`config.mk`:
```
export PLATFORM = sky130hd
export DESIGN_NAME = aabb3d_collide_resolve_core
export DESIGN_NICKNAME = d
export VERILOG_FILES = /design/src/sv/aabb3d_pkg.sv /design/src/sv/aabb3d_collide_resolve_core.sv /design/src/sv/aabb3d_prep.sv /design/src/sv/aabb3d_face.sv /design/src/sv/aabb3d_out.sv
export VERILOG_INCLUDE_DIRS = /design/src /design/src/sv
export SDC_FILE = /design/constraint.sdc
export NUM_CORES = 2
export LEC_CHECK = 0
export BUFFER_PORTS_ARGS = -buffer_cell sky130_fd_sc_hd__buf_2
export CAP_MARGIN = 40
export CORE_MARGIN = 10
export CORE_UTILIZATION = 30
export CTS_CLUSTER_SIZE = 16
export DETAILED_ROUTE_END_ITERATION = 10
export GPL_TIMING_DRIVEN = 0
export MAX_ROUTING_LAYER = met4
export SKIP_CTS_REPAIR_TIMING = 1
export SLEW_MARGIN = 10
export SYNTH_ARGS = -nofsm -noshare
export SYNTH_HDL_FRONTEND = slang
export SYNTH_SLANG_ARGS = --single-unit
export TNS_END_PERCENT = 50
```
`constraint.sdc`:
```
create_clock -name aclk -period 120.8 [get_ports aclk]
set_input_delay 30.2 -clock aclk [delete_from_list [all_inputs] [get_ports aclk]]
set_output_delay 30.2 -clock aclk [all_outputs]
set_load 0.03 [all_outputs]
```
`src/sv/aabb3d_collide_resolve_core_defines.svh`:
```
// Assertion macros shared by the collision resolve block.
`ifndef AABB3D_COLLIDE_RESOLVE_CORE_DEFINES_SVH
`define AABB3D_COLLIDE_RESOLVE_CORE_DEFINES_SVH

`ifndef SYNTHESIS
// Plain property check, disabled while in reset
`define A3D_ASSERT(lbl, clk, rstn, prop) \
    lbl: assert property (@(posedge clk) disable iff (!rstn) prop) \
        else $error("aabb3d: property failed");
// Same-cycle implication check
`define A3D_ASSERT_IMPL(lbl, clk, rstn, ante, cons) \
    lbl: assert property (@(posedge clk) disable iff (!rstn) (ante) |-> (cons)) \
        else $error("aabb3d: implication failed");
`else
`define A3D_ASSERT(lbl, clk, rstn, prop)
`define A3D_ASSERT_IMPL(lbl, clk, rstn, ante, cons)
`endif

`endif

```
`src/sv/aabb3d_pkg.sv`:
```
// Shared constants, codes and control types of the box collision resolve pipeline.
package aabb3d_pkg;

    localparam int COORD_WIDTH = 32;
    localparam int PIPE_DEPTH  = 6;
    localparam int REG_IDX_W   = 3;

    localparam int AXIS_X = 0;
    localparam int AXIS_Y = 1;
    localparam int AXIS_Z = 2;

    typedef enum logic [REG_IDX_W-1:0] {
        REG_SIZE_X   = 3'd0,
        REG_SIZE_Y   = 3'd1,
        REG_SIZE_Z   = 3'd2,
        REG_OFFSET_X = 3'd3,
        REG_OFFSET_Y = 3'd4,
        REG_OFFSET_Z = 3'd5,
        REG_EXTRUDE  = 3'd6
    } reg_idx_t;

    typedef enum logic [1:0] {
        CROSS_NONE = 2'd0,
        CROSS_Y    = 2'd1,
        CROSS_X    = 2'd2,
        CROSS_Z    = 2'd3
    } cross_t;

    // Per-item control that travels with the coordinates
    typedef struct packed {
        logic       hit;
        logic [2:0] ovl;
        cross_t     axis;
        logic       push_pos;
    } res_ctl_t;

endpackage

```
`src/sv/aabb3d_collide_resolve_core.sv`:
```
// Top level of the 3D box collision test and push-out pipeline.
// Each beat carries one box pair; a new pair is taken every cycle unless a stalled output
// has filled every stage. The six register stages are: offset and face-edge adds, overlap
// and old-side compares, the Y face stage, the X face stage, the Z face stage, and offset
// removal with saturation. Every stage holds its own valid bit and advances whenever it
// is empty or the stage after it advances, so a stalled output holds its beat while empty
// stages upstream keep filling. The user must write registers over the APB port only while
// no beat is in flight; the block itself does not enforce it. There is no state between pairs.
`include "aabb3d_collide_resolve_core_defines.svh"

module aabb3d_collide_resolve_core #(
    parameter int COORD_WIDTH = aabb3d_pkg::COORD_WIDTH,
    localparam int EXT_W    = COORD_WIDTH + 4,
    localparam int DATA_W   = (COORD_WIDTH > 32) ? 64 : 32,
    localparam int ADDR_LSB = (COORD_WIDTH > 32) ? 3 : 2,
    localparam int ADDR_W   = ADDR_LSB + aabb3d_pkg::REG_IDX_W
) (
    input  logic                          aclk,
    input  logic                          aresetn,
    // Configuration port
    input  logic                          psel,
    input  logic                          penable,
    input  logic                          pwrite,
    input  logic        [ADDR_W-1:0]      paddr,
    input  logic        [DATA_W-1:0]      pwdata,
    output logic        [DATA_W-1:0]      prdata,
    output logic                          pready,
    // Input channel
    input  logic                          s_valid,
    output logic                          s_ready,
    input  logic signed [COORD_WIDTH-1:0] s_parent_x,
    input  logic signed [COORD_WIDTH-1:0] s_parent_y,
    input  logic signed [COORD_WIDTH-1:0] s_parent_z,
    input  logic signed [COORD_WIDTH-1:0] s_old_parent_x,
    input  logic signed [COORD_WIDTH-1:0] s_old_parent_y,
    input  logic signed [COORD_WIDTH-1:0] s_old_parent_z,
    input  logic signed [COORD_WIDTH-1:0] s_target_x,
    input  logic signed [COORD_WIDTH-1:0] s_target_y,
    input  logic signed [COORD_WIDTH-1:0] s_target_z,
    input  logic        [COORD_WIDTH-2:0] s_target_size_x,
    input  logic        [COORD_WIDTH-2:0] s_target_size_y,
    input  logic        [COORD_WIDTH-2:0] s_target_size_z,
    // Result channel
    output logic                          m_valid,
    input  logic                          m_ready,
    output logic                          m_hit,
    output logic        [1:0]             m_crossed_axis,
    output logic                          m_push_positive,
    output logic signed [COORD_WIDTH-1:0] m_new_parent_x,
    output logic signed [COORD_WIDTH-1:0] m_new_parent_y,
    output logic signed [COORD_WIDTH-1:0] m_new_parent_z
);

    localparam int DEPTH = aabb3d_pkg::PIPE_DEPTH;

    // Configuration registers
    logic        [COORD_WIDTH-2:0]             size_reg [3];
    logic        [COORD_WIDTH-1:0]             offset_reg [3];
    logic                                      extrude_reg;
    logic                                      cfg_wr;
    logic        [aabb3d_pkg::REG_IDX_W-1:0]   cfg_idx;
    logic signed [COORD_WIDTH-1:0]             offset_s [3];

    // Pipeline control
    logic        [DEPTH-1:0]                   vld_reg;
    logic        [DEPTH-1:0]                   vld_next;
    logic        [DEPTH:0]                     adv;
    logic        [DEPTH-1:0]                   ld;

    // Input bundles
    logic signed [COORD_WIDTH-1:0]             in_parent [3];
    logic signed [COORD_WIDTH-1:0]             in_old [3];
    logic signed [COORD_WIDTH-1:0]             in_target [3];
    logic        [COORD_WIDTH-2:0]             in_tsize [3];

    // Stage outputs: prep, Y, X, Z
    logic signed [EXT_W-1:0]       p_b [3], lo_b [3], hi_b [3];
    logic signed [EXT_W-1:0]       p_y [3], lo_y [3], hi_y [3];
    logic signed [EXT_W-1:0]       p_x [3], lo_x [3], hi_x [3];
    logic signed [EXT_W-1:0]       p_z [3], lo_z [3], hi_z [3];
    logic        [2:0]             cneg_b, cpos_b, cneg_y, cpos_y;
    logic        [2:0]             cneg_x, cpos_x, cneg_z, cpos_z;
    logic signed [COORD_WIDTH-1:0] par_b [3], par_y [3], par_x [3], par_z [3];
    aabb3d_pkg::res_ctl_t          ctl_b, ctl_y, ctl_x, ctl_z;
    aabb3d_pkg::cross_t            out_axis;
    logic signed [COORD_WIDTH-1:0] out_pos [3];

    // Register write decode
    assign pready  = 1'b1;
    assign cfg_wr  = psel && penable && pwrite;
    assign cfg_idx = paddr[ADDR_LSB +: aabb3d_pkg::REG_IDX_W];

    always_ff @(posedge aclk) begin
        if (!aresetn) begin
            for (int a = 0; a < 3; a++) begin
                size_reg[a]   <= '0;
                offset_reg[a] <= '0;
            end
            extrude_reg <= 1'b0;
        end else if (cfg_wr) begin
            case (aabb3d_pkg::reg_idx_t'(cfg_idx))
                aabb3d_pkg::REG_SIZE_X:   size_reg[aabb3d_pkg::AXIS_X] <= pwdata[COORD_WIDTH-2:0];
                aabb3d_pkg::REG_SIZE_Y:   size_reg[aabb3d_pkg::AXIS_Y] <= pwdata[COORD_WIDTH-2:0];
                aabb3d_pkg::REG_SIZE_Z:   size_reg[aabb3d_pkg::AXIS_Z] <= pwdata[COORD_WIDTH-2:0];
                aabb3d_pkg::REG_OFFSET_X: offset_reg[aabb3d_pkg::AXIS_X] <= pwdata[COORD_WIDTH-1:0];
                aabb3d_pkg::REG_OFFSET_Y: offset_reg[aabb3d_pkg::AXIS_Y] <= pwdata[COORD_WIDTH-1:0];
                aabb3d_pkg::REG_OFFSET_Z: offset_reg[aabb3d_pkg::AXIS_Z] <= pwdata[COORD_WIDTH-1:0];
                aabb3d_pkg::REG_EXTRUDE:  extrude_reg <= pwdata[0];
                default: ;
            endcase
        end
    end

    // Register readback
    always_comb begin
        case (aabb3d_pkg::reg_idx_t'(cfg_idx))
            aabb3d_pkg::REG_SIZE_X:   prdata = DATA_W'(size_reg[aabb3d_pkg::AXIS_X]);
            aabb3d_pkg::REG_SIZE_Y:   prdata = DATA_W'(size_reg[aabb3d_pkg::AXIS_Y]);
            aabb3d_pkg::REG_SIZE_Z:   prdata = DATA_W'(size_reg[aabb3d_pkg::AXIS_Z]);
            aabb3d_pkg::REG_OFFSET_X: prdata = DATA_W'(offset_reg[aabb3d_pkg::AXIS_X]);
            aabb3d_pkg::REG_OFFSET_Y: prdata = DATA_W'(offset_reg[aabb3d_pkg::AXIS_Y]);
            aabb3d_pkg::REG_OFFSET_Z: prdata = DATA_W'(offset_reg[aabb3d_pkg::AXIS_Z]);
            aabb3d_pkg::REG_EXTRUDE:  prdata = DATA_W'(extrude_reg);
            default:                  prdata = '0;
        endcase
    end

    always_comb begin
        for (int a = 0; a < 3; a++) begin
            offset_s[a] = $signed(offset_reg[a]);
        end
    end

    // Advance a stage when it is empty or the next one advances
    always_comb begin
        adv[DEPTH] = m_ready;
        for (int k = DEPTH - 1; k >= 0; k--) begin
            adv[k] = !vld_reg[k] || adv[k+1];
        end
        vld_next[0] = adv[0] ? s_valid : vld_reg[0];
        ld[0]       = adv[0] && s_valid;
        for (int k = 1; k < DEPTH; k++) begin
            vld_next[k] = adv[k] ? vld_reg[k-1] : vld_reg[k];
            ld[k]       = adv[k] && vld_reg[k-1];
        end
    end

    always_ff @(posedge aclk) begin
        if (!aresetn) begin
            vld_reg <= '0;
        end else begin
            vld_reg <= vld_next;
        end
    end

    assign s_ready = adv[0];
    assign m_valid = vld_reg[DEPTH-1];

    // Gather input beat per axis
    assign in_parent[aabb3d_pkg::AXIS_X] = s_parent_x;
    assign in_parent[aabb3d_pkg::AXIS_Y] = s_parent_y;
    assign in_parent[aabb3d_pkg::AXIS_Z] = s_parent_z;
    assign in_old[aabb3d_pkg::AXIS_X]    = s_old_parent_x;
    assign in_old[aabb3d_pkg::AXIS_Y]    = s_old_parent_y;
    assign in_old[aabb3d_pkg::AXIS_Z]    = s_old_parent_z;
    assign in_target[aabb3d_pkg::AXIS_X] = s_target_x;
    assign in_target[aabb3d_pkg::AXIS_Y] = s_target_y;
    assign in_target[aabb3d_pkg::AXIS_Z] = s_target_z;
    assign in_tsize[aabb3d_pkg::AXIS_X]  = s_target_size_x;
    assign in_tsize[aabb3d_pkg::AXIS_Y]  = s_target_size_y;
    assign in_tsize[aabb3d_pkg::AXIS_Z]  = s_target_size_z;

    aabb3d_prep #(.COORD_WIDTH(COORD_WIDTH)) u_prep (
        .aclk        (aclk),
        .ld_a        (ld[0]),
        .ld_b        (ld[1]),
        .parent      (in_parent),
        .old_parent  (in_old),
        .target      (in_target),
        .target_size (in_tsize),
        .own_size    (size_reg),
        .own_offset  (offset_s),
        .p_out       (p_b),
        .lo_out      (lo_b),
        .hi_out      (hi_b),
        .cneg_out    (cneg_b),
        .cpos_out    (cpos_b),
        .parent_out  (par_b),
        .ctl_out     (ctl_b)
    );

    // Resolve order: Y, then X, then Z
    aabb3d_face #(
        .COORD_WIDTH (COORD_WIDTH),
        .AXIS        (aabb3d_pkg::AXIS_Y),
        .CODE        (aabb3d_pkg::CROSS_Y)
    ) u_face_y (
        .aclk       (aclk),
        .ld         (ld[2]),
        .extrude    (extrude_reg),
        .p_in       (p_b),
        .lo_in      (lo_b),
        .hi_in      (hi_b),
        .cneg_in    (cneg_b),
        .cpos_in    (cpos_b),
        .parent_in  (par_b),
        .ctl_in     (ctl_b),
        .p_out      (p_y),
        .lo_out     (lo_y),
        .hi_out     (hi_y),
        .cneg_out   (cneg_y),
        .cpos_out   (cpos_y),
        .parent_out (par_y),
        .ctl_out    (ctl_y)
    );

    aabb3d_face #(
        .COORD_WIDTH (COORD_WIDTH),
        .AXIS        (aabb3d_pkg::AXIS_X),
        .CODE        (aabb3d_pkg::CROSS_X)
    ) u_face_x (
        .aclk       (aclk),
        .ld         (ld[3]),
        .extrude    (extrude_reg),
        .p_in       (p_y),
        .lo_in      (lo_y),
        .hi_in      (hi_y),
        .cneg_in    (cneg_y),
        .cpos_in    (cpos_y),
        .parent_in  (par_y),
        .ctl_in     (ctl_y),
        .p_out      (p_x),
        .lo_out     (lo_x),
        .hi_out     (hi_x),
        .cneg_out   (cneg_x),
        .cpos_out   (cpos_x),
        .parent_out (par_x),
        .ctl_out    (ctl_x)
    );

    aabb3d_face #(
        .COORD_WIDTH (COORD_WIDTH),
        .AXIS        (aabb3d_pkg::AXIS_Z),
        .CODE        (aabb3d_pkg::CROSS_Z)
    ) u_face_z (
        .aclk       (aclk),
        .ld         (ld[4]),
        .extrude    (extrude_reg),
        .p_in       (p_x),
        .lo_in      (lo_x),
        .hi_in      (hi_x),
        .cneg_in    (cneg_x),
        .cpos_in    (cpos_x),
        .parent_in  (par_x),
        .ctl_in     (ctl_x),
        .p_out      (p_z),
        .lo_out     (lo_z),
        .hi_out     (hi_z),
        .cneg_out   (cneg_z),
        .cpos_out   (cpos_z),
        .parent_out (par_z),
        .ctl_out    (ctl_z)
    );

    aabb3d_out #(.COORD_WIDTH(COORD_WIDTH)) u_out (
        .aclk          (aclk),
        .ld            (ld[5]),
        .p_in          (p_z),
        .parent_in     (par_z),
        .own_offset    (offset_s),
        .ctl_in        (ctl_z),
        .hit           (m_hit),
        .crossed_axis  (out_axis),
        .push_positive (m_push_positive),
        .new_parent    (out_pos)
    );

    assign m_crossed_axis = out_axis;
    assign m_new_parent_x = out_pos[aabb3d_pkg::AXIS_X];
    assign m_new_parent_y = out_pos[aabb3d_pkg::AXIS_Y];
    assign m_new_parent_z = out_pos[aabb3d_pkg::AXIS_Z];

    // An empty first stage always takes a beat
    `A3D_ASSERT_IMPL(a_first_stage_free, aclk, aresetn, !vld_reg[0], s_ready)
    // Beats in flight change only by accepted input and output beats
    `A3D_ASSERT(a_beat_count, aclk, aresetn, $past(aresetn) |-> ($countones(vld_reg) == $countones($past(vld_reg)) + $past(s_valid && s_ready) - $past(m_valid && m_ready)))
    // A negative-side push needs extrusion and a recorded crossing
    `A3D_ASSERT_IMPL(a_push_side, aclk, aresetn, m_valid && !m_push_positive, extrude_reg && (out_axis != aabb3d_pkg::CROSS_NONE))

endmodule

```
`src/sv/aabb3d_prep.sv`:
```
// Front stages: offset the positions, build face edges, then test overlap and old side.
module aabb3d_prep #(
    parameter int COORD_WIDTH = aabb3d_pkg::COORD_WIDTH,
    localparam int EXT_W = COORD_WIDTH + 4
) (
    input  logic                          aclk,
    input  logic                          ld_a,
    input  logic                          ld_b,
    input  logic signed [COORD_WIDTH-1:0] parent [3],
    input  logic signed [COORD_WIDTH-1:0] old_parent [3],
    input  logic signed [COORD_WIDTH-1:0] target [3],
    input  logic        [COORD_WIDTH-2:0] target_size [3],
    input  logic        [COORD_WIDTH-2:0] own_size [3],
    input  logic signed [COORD_WIDTH-1:0] own_offset [3],
    output logic signed [EXT_W-1:0]       p_out [3],
    output logic signed [EXT_W-1:0]       lo_out [3],
    output logic signed [EXT_W-1:0]       hi_out [3],
    output logic        [2:0]             cneg_out,
    output logic        [2:0]             cpos_out,
    output logic signed [COORD_WIDTH-1:0] parent_out [3],
    output aabb3d_pkg::res_ctl_t          ctl_out
);

    localparam int PAD_W = EXT_W - COORD_WIDTH;

    logic signed [EXT_W-1:0]       pa_next [3];
    logic signed [EXT_W-1:0]       oa_next [3];
    logic signed [EXT_W-1:0]       loa_next [3];
    logic signed [EXT_W-1:0]       hia_next [3];
    logic signed [EXT_W-1:0]       pa_reg [3];
    logic signed [EXT_W-1:0]       oa_reg [3];
    logic signed [EXT_W-1:0]       loa_reg [3];
    logic signed [EXT_W-1:0]       hia_reg [3];
    logic signed [COORD_WIDTH-1:0] para_reg [3];

    logic        [2:0]             cneg_next;
    logic        [2:0]             cpos_next;
    aabb3d_pkg::res_ctl_t          ctl_next;
    logic signed [EXT_W-1:0]       pb_reg [3];
    logic signed [EXT_W-1:0]       lob_reg [3];
    logic signed [EXT_W-1:0]       hib_reg [3];
    logic        [2:0]             cneg_reg;
    logic        [2:0]             cpos_reg;
    logic signed [COORD_WIDTH-1:0] parb_reg [3];
    aabb3d_pkg::res_ctl_t          ctl_reg;

    // Centre positions and the two face edges widened by the own half size
    always_comb begin
        logic signed [EXT_W-1:0] off_e;
        logic signed [EXT_W-1:0] t_e;
        logic signed [EXT_W-1:0] h_e;
        logic signed [EXT_W-1:0] th_e;
        for (int a = 0; a < 3; a++) begin
            off_e = {{PAD_W{own_offset[a][COORD_WIDTH-1]}}, own_offset[a]};
            t_e   = {{PAD_W{target[a][COORD_WIDTH-1]}}, target[a]};
            h_e   = $signed({{(PAD_W+2){1'b0}}, own_size[a][COORD_WIDTH-2:1]});
            th_e  = $signed({{(PAD_W+2){1'b0}}, target_size[a][COORD_WIDTH-2:1]});
            pa_next[a]  = {{PAD_W{parent[a][COORD_WIDTH-1]}}, parent[a]} + off_e;
            oa_next[a]  = {{PAD_W{old_parent[a][COORD_WIDTH-1]}}, old_parent[a]} + off_e;
            loa_next[a] = t_e - th_e - h_e;
            hia_next[a] = t_e + th_e + h_e;
        end
    end

    always_ff @(posedge aclk) begin
        if (ld_a) begin
            pa_reg   <= pa_next;
            oa_reg   <= oa_next;
            loa_reg  <= loa_next;
            hia_reg  <= hia_next;
            para_reg <= parent;
        end
    end

    // Overlap per axis and which side the old position stood on
    always_comb begin
        for (int a = 0; a < 3; a++) begin
            cneg_next[a]    = oa_reg[a] <= loa_reg[a];
            cpos_next[a]    = oa_reg[a] >= hia_reg[a];
            ctl_next.ovl[a] = (pa_reg[a] > loa_reg[a]) && (pa_reg[a] < hia_reg[a]);
        end
        ctl_next.hit      = &ctl_next.ovl;
        ctl_next.axis     = aabb3d_pkg::CROSS_NONE;
        ctl_next.push_pos = 1'b1;
    end

    always_ff @(posedge aclk) begin
        if (ld_b) begin
            pb_reg   <= pa_reg;
            lob_reg  <= loa_reg;
            hib_reg  <= hia_reg;
            cneg_reg <= cneg_next;
            cpos_reg <= cpos_next;
            parb_reg <= para_reg;
            ctl_reg  <= ctl_next;
        end
    end

    assign p_out      = pb_reg;
    assign lo_out     = lob_reg;
    assign hi_out     = hib_reg;
    assign cneg_out   = cneg_reg;
    assign cpos_out   = cpos_reg;
    assign parent_out = parb_reg;
    assign ctl_out    = ctl_reg;

endmodule

```
`src/sv/aabb3d_face.sv`:
```
// One resolve stage: face crossing test and push-out along a single axis.
module aabb3d_face #(
    parameter int COORD_WIDTH = aabb3d_pkg::COORD_WIDTH,
    parameter int AXIS = aabb3d_pkg::AXIS_Y,
    parameter aabb3d_pkg::cross_t CODE = aabb3d_pkg::CROSS_Y,
    localparam int EXT_W = COORD_WIDTH + 4
) (
    input  logic                          aclk,
    input  logic                          ld,
    input  logic                          extrude,
    input  logic signed [EXT_W-1:0]       p_in [3],
    input  logic signed [EXT_W-1:0]       lo_in [3],
    input  logic signed [EXT_W-1:0]       hi_in [3],
    input  logic        [2:0]             cneg_in,
    input  logic        [2:0]             cpos_in,
    input  logic signed [COORD_WIDTH-1:0] parent_in [3],
    input  aabb3d_pkg::res_ctl_t          ctl_in,
    output logic signed [EXT_W-1:0]       p_out [3],
    output logic signed [EXT_W-1:0]       lo_out [3],
    output logic signed [EXT_W-1:0]       hi_out [3],
    output logic        [2:0]             cneg_out,
    output logic        [2:0]             cpos_out,
    output logic signed [COORD_WIDTH-1:0] parent_out [3],
    output aabb3d_pkg::res_ctl_t          ctl_out
);

    localparam int OTHER_A = (AXIS + 1) % 3;
    localparam int OTHER_B = (AXIS + 2) % 3;

    logic signed [EXT_W-1:0]       p_next [3];
    aabb3d_pkg::res_ctl_t          ctl_next;
    logic signed [EXT_W-1:0]       p_reg [3];
    logic signed [EXT_W-1:0]       lo_reg [3];
    logic signed [EXT_W-1:0]       hi_reg [3];
    logic        [2:0]             cneg_reg;
    logic        [2:0]             cpos_reg;
    logic signed [COORD_WIDTH-1:0] parent_reg [3];
    aabb3d_pkg::res_ctl_t          ctl_reg;

    // Low face first, then the high face on the possibly pushed position
    always_comb begin
        logic                    en;
        logic                    hit_lo;
        logic                    hit_hi;
        logic signed [EXT_W-1:0] p_mid;
        logic signed [EXT_W-1:0] p_fin;
        en     = ctl_in.ovl[OTHER_A] && ctl_in.ovl[OTHER_B];
        hit_lo = en && cneg_in[AXIS] && (p_in[AXIS] > lo_in[AXIS]);
        p_mid  = (hit_lo && extrude) ? lo_in[AXIS] : p_in[AXIS];
        hit_hi = en && cpos_in[AXIS] && (p_mid < hi_in[AXIS]);
        p_fin  = (hit_hi && extrude) ? hi_in[AXIS] : p_mid;

        p_next       = p_in;
        p_next[AXIS] = p_fin;
        ctl_next     = ctl_in;
        if (hit_lo || hit_hi) begin
            ctl_next.axis = CODE;
        end
        if (hit_lo && extrude) begin
            ctl_next.push_pos = 1'b0;
        end
        // Refresh overlap of this axis for the later stages
        ctl_next.ovl[AXIS] = (p_fin > lo_in[AXIS]) && (p_fin < hi_in[AXIS]);
    end

    always_ff @(posedge aclk) begin
        if (ld) begin
            p_reg      <= p_next;
            lo_reg     <= lo_in;
            hi_reg     <= hi_in;
            cneg_reg   <= cneg_in;
            cpos_reg   <= cpos_in;
            parent_reg <= parent_in;
            ctl_reg    <= ctl_next;
        end
    end

    assign p_out      = p_reg;
    assign lo_out     = lo_reg;
    assign hi_out     = hi_reg;
    assign cneg_out   = cneg_reg;
    assign cpos_out   = cpos_reg;
    assign parent_out = parent_reg;
    assign ctl_out    = ctl_reg;

endmodule

```
`src/sv/aabb3d_out.sv`:
```
// Output stage: remove the offset, saturate, and pick resolved or input position.
module aabb3d_out #(
    parameter int COORD_WIDTH = aabb3d_pkg::COORD_WIDTH,
    localparam int EXT_W = COORD_WIDTH + 4
) (
    input  logic                          aclk,
    input  logic                          ld,
    input  logic signed [EXT_W-1:0]       p_in [3],
    input  logic signed [COORD_WIDTH-1:0] parent_in [3],
    input  logic signed [COORD_WIDTH-1:0] own_offset [3],
    input  aabb3d_pkg::res_ctl_t          ctl_in,
    output logic                          hit,
    output aabb3d_pkg::cross_t            crossed_axis,
    output logic                          push_positive,
    output logic signed [COORD_WIDTH-1:0] new_parent [3]
);

    localparam int PAD_W = EXT_W - COORD_WIDTH;
    localparam logic signed [EXT_W-1:0] SAT_MAX =
        $signed({{(PAD_W+1){1'b0}}, {(COORD_WIDTH-1){1'b1}}});
    localparam logic signed [EXT_W-1:0] SAT_MIN = ~SAT_MAX;

    logic signed [COORD_WIDTH-1:0] pos_next [3];
    logic signed [COORD_WIDTH-1:0] pos_reg [3];
    logic                          hit_reg;
    aabb3d_pkg::cross_t            axis_reg;
    logic                          push_reg;

    // Back to parent frame, clamp to the coordinate range
    always_comb begin
        logic signed [EXT_W-1:0] diff;
        for (int a = 0; a < 3; a++) begin
            diff = p_in[a] - {{PAD_W{own_offset[a][COORD_WIDTH-1]}}, own_offset[a]};
            if (!ctl_in.hit) begin
                pos_next[a] = parent_in[a];
            end else if (diff > SAT_MAX) begin
                pos_next[a] = SAT_MAX[COORD_WIDTH-1:0];
            end else if (diff < SAT_MIN) begin
                pos_next[a] = SAT_MIN[COORD_WIDTH-1:0];
            end else begin
                pos_next[a] = diff[COORD_WIDTH-1:0];
            end
        end
    end

    always_ff @(posedge aclk) begin
        if (ld) begin
            pos_reg  <= pos_next;
            hit_reg  <= ctl_in.hit;
            axis_reg <= ctl_in.axis;
            push_reg <= ctl_in.push_pos;
        end
    end

    assign hit           = hit_reg;
    assign crossed_axis  = axis_reg;
    assign push_positive = push_reg;
    assign new_parent    = pos_reg;

endmodule
```
==> metrics.txt <==
status complete, no violations; first-pass GRT wire length 574000 um; Setup violations, final 0; Critical Path Fanout Max 10; adder-cell share of the synthesized area 0.155; vias in the first global route 82400; Largest stage delay, worst path 0.69 ns; Synth warnings 0; initial antenna violation count around 170; Syn Inst Count ~10000; EDFF count, synth 1966; vias per cell 4.96; FILL cells 39000; crit path launch type primary input; total number of vias 83300; Worst setup EP type output pin; mux cell area share after synthesis 0.0161; XOR/XNOR Fraction of Synth Area 0.0431; total core area 396000 um2; Yosys cell types 90; CTS Buffer Depth 4; CP max stage cell clkbuf_1; Area Growth Syn to Fin 16.1%; unrepaired setup endpoints after global routing no; Top FF cell, synth edfxtp_1; worst slack, placed 57.71 ns; io pins 560; Crit path max-delay family buffers and inverters; pin count of the biggest net entering global routing 33; max_slew headroom 0.368; Mapped Area 119000 um2; final count of hold timing violations 0; setup TNS 0 ns; P per Cell Area 14.2 nW/um2; 1st-pass router iterations 6; Synth async-reset ratio 0; latest clock arrival within the worst-skew pair 0.92 ns; share of layout cells above drive strength 1 0.108; Die H between 600 and 700 um; Post-Route WL between 400000 and 500000 um; biggest area consumer among synthesized cells edfxtp_1; main combinational cell family by area after synthesis adder cells; worst path bufs/invs 3; Worst EP arrival 33.07 ns; Worst-path clk slew 0.06 ns; worst-margin pin slew 0.948 ns; max-cap violations 0; critical path type in2out; Synth Area in Simple Gates 0.0924; synthesized flop and latch total 2066; H-tree depth 4; Min-Delay Path Class reg2reg; Post-Syn Area per Cell 11.5 um2; min Tclk post-route ~63 ns; FP Rows approximately 230; Die W 650 um; hold_ws ~0.37 ns; Num CTS Buffers 218; final worst slack around 58 ns; Synth Net Count ~12000; Compound-Gate Fraction of Synth Area 0.143; post-synth top area share 0.496; Root Buffer Master clkbuf_16; Final period util 0.524; drt first-iter violations 6490; largest cells by area after synthesis edfxtp_1 50%, ha_1 15%, xnor2_1 3.2%, inv_1 3.2%, a21oi_1 3.1%; antenna viol nets, final 0; Detail Placement HPWL 346000 um; Leak 0.0560 uW; # DRC 0; PortBufs roughly 550; Initial Util 0.301; cell chain of the critical path clkbuf_1, nor3b_1, clkbuf_1, a22oi_1, nand3_1, buf_2; GP Congestion just under 1; Crit path top cell by count clkbuf_1; skew final 0.0999 ns; worst endpoint required time 90.60 ns; CTS tree built; GRT Total Usage 0.191; drt wl/cell around 24 um; Max Fclk about 0.016 GHz; commonest cells after routing, fill and taps aside 1966 x edfxtp_1, 1441 x ha_1, 1001 x inv_1; fin. max-slew vios 0; commonest non-fill, non-tap cell in the layout edfxtp_1; post-synthesis sequential area ratio 0.513; die area 423000 um2; GRT overflow 0; NumNets Final ~13000; clock sink total 2066; VDD IR-drop max 0.0000118 V
## routing by layer
layer / global-route usage / vias to the layer above / share of wire
met5: - / - / 0
met3: 0.0296 / 798 / 0.053
met2: 0.305 / 2352 / 0.46
met1: 0.222 / 39800 / 0.41
met4: 0.130 / 0 / 0.080
li1: - / 40300 / -
## cell families after synthesis
kind of cell    count (synthesis)
buf+inv                      1184
other cells                     1
compound gates               2637
mux                           160
fa+ha+maj                    1462
xor+xnor                      586
simple gates                 2269
flops                        2066
## area by class of cell
type | instances | area, um2 | area share
repair buffers | 692 | 5380 | 0.0389
inverters | 1001 | 3760 | 0.0272
multi-input cells | 7115 | 53600 | 0.388
clock inverters | 129 | 1170 | 0.00843
flip-flops and latches | 2066 | 61000 | 0.441
well taps | 5242 | 6560 | 0.0474
clock buffers | 266 | 5740 | 0.0415
diodes | 119 | 298 | 0.00215
plain buffers | 183 | 768 | 0.00555
## power breakdown
group | total (uW) | leakage, uW | internal [uW] | switching [uW]
logic | 413 | 0.0334 | 167 | 246
registers | 890 | 0.0192 | 845 | 45.3
clock network | 660 | 0.00337 | 371 | 289
total | 1960 | 0.0560 | 1380 | 580
## per-stage QoR
step | utilization | std cells | total power [uW] | area [um2]
floorplan | - | 10400 | 1180 | 119000
global placement | 0.325 | 16200 | 1340 | 128000
detailed placement | 0.331 | 16300 | 1310 | 131000
CTS | 0.349 | 16700 | 1980 | 138000
global route | 0.349 | 16800 | 2060 | 138000
finish | 0.350 | 16800 | 1960 | 138000
## worst paths after layout
kind / from / endpoint / slack [ns] / depth (start not counted)
hold reg to reg: u_face_x.p_out[61]$_DFFE_PP_ / u_face_z.p_out[61]$_DFFE_PP_ / 0.37 / 0
setup reg to reg: u_prep.p_out[47]$_DFFE_PP_ / u_face_y.ctl_out[4]$_DFFE_PP_ / 108.84 / 37
setup / recovery: paddr[2] / prdata[5] / 57.53 / 6
hold / removal: u_face_x.p_out[61]$_DFFE_PP_ / u_face_z.p_out[61]$_DFFE_PP_ / 0.37 / 0
## worst reg2reg max path: cells and delay by family, from the launching register on
kind / cells / cell delay [ns]
AO/OA/AOI/OAI: 12 / 2.51
flip-flops: 1 / 0.40
adder cells (fa/ha/maj): 3 / 0.84
AND/OR/NAND/NOR: 15 / 5.01
multiplexers: 2 / 1.09
buffers and inverters: 5 / 1.87
## synth_stat cells (38+ instances only)
master,n
a211oi_1,74
a21boi_0,115
a21o_1,417
a21oi_1,741
a22oi_1,97
a31oi_1,55
and2_1,64
and3_1,52
clkbuf_1,168
dfxtp_1,100
edfxtp_1,1966
ha_1,1441
inv_1,1001
mux2_2,115
nand2_1,593
nand2b_1,160
nand3_1,175
nand4_1,181
nor2_1,590
nor2b_1,159
nor3_1,107
o211ai_1,66
o21a_1,129
o21ai_0,506
o21bai_1,103
o22ai_1,38
or3_1,62
xnor2_1,437
xor2_1,149
Note: power is estimated with default switching activity, not from simulation.
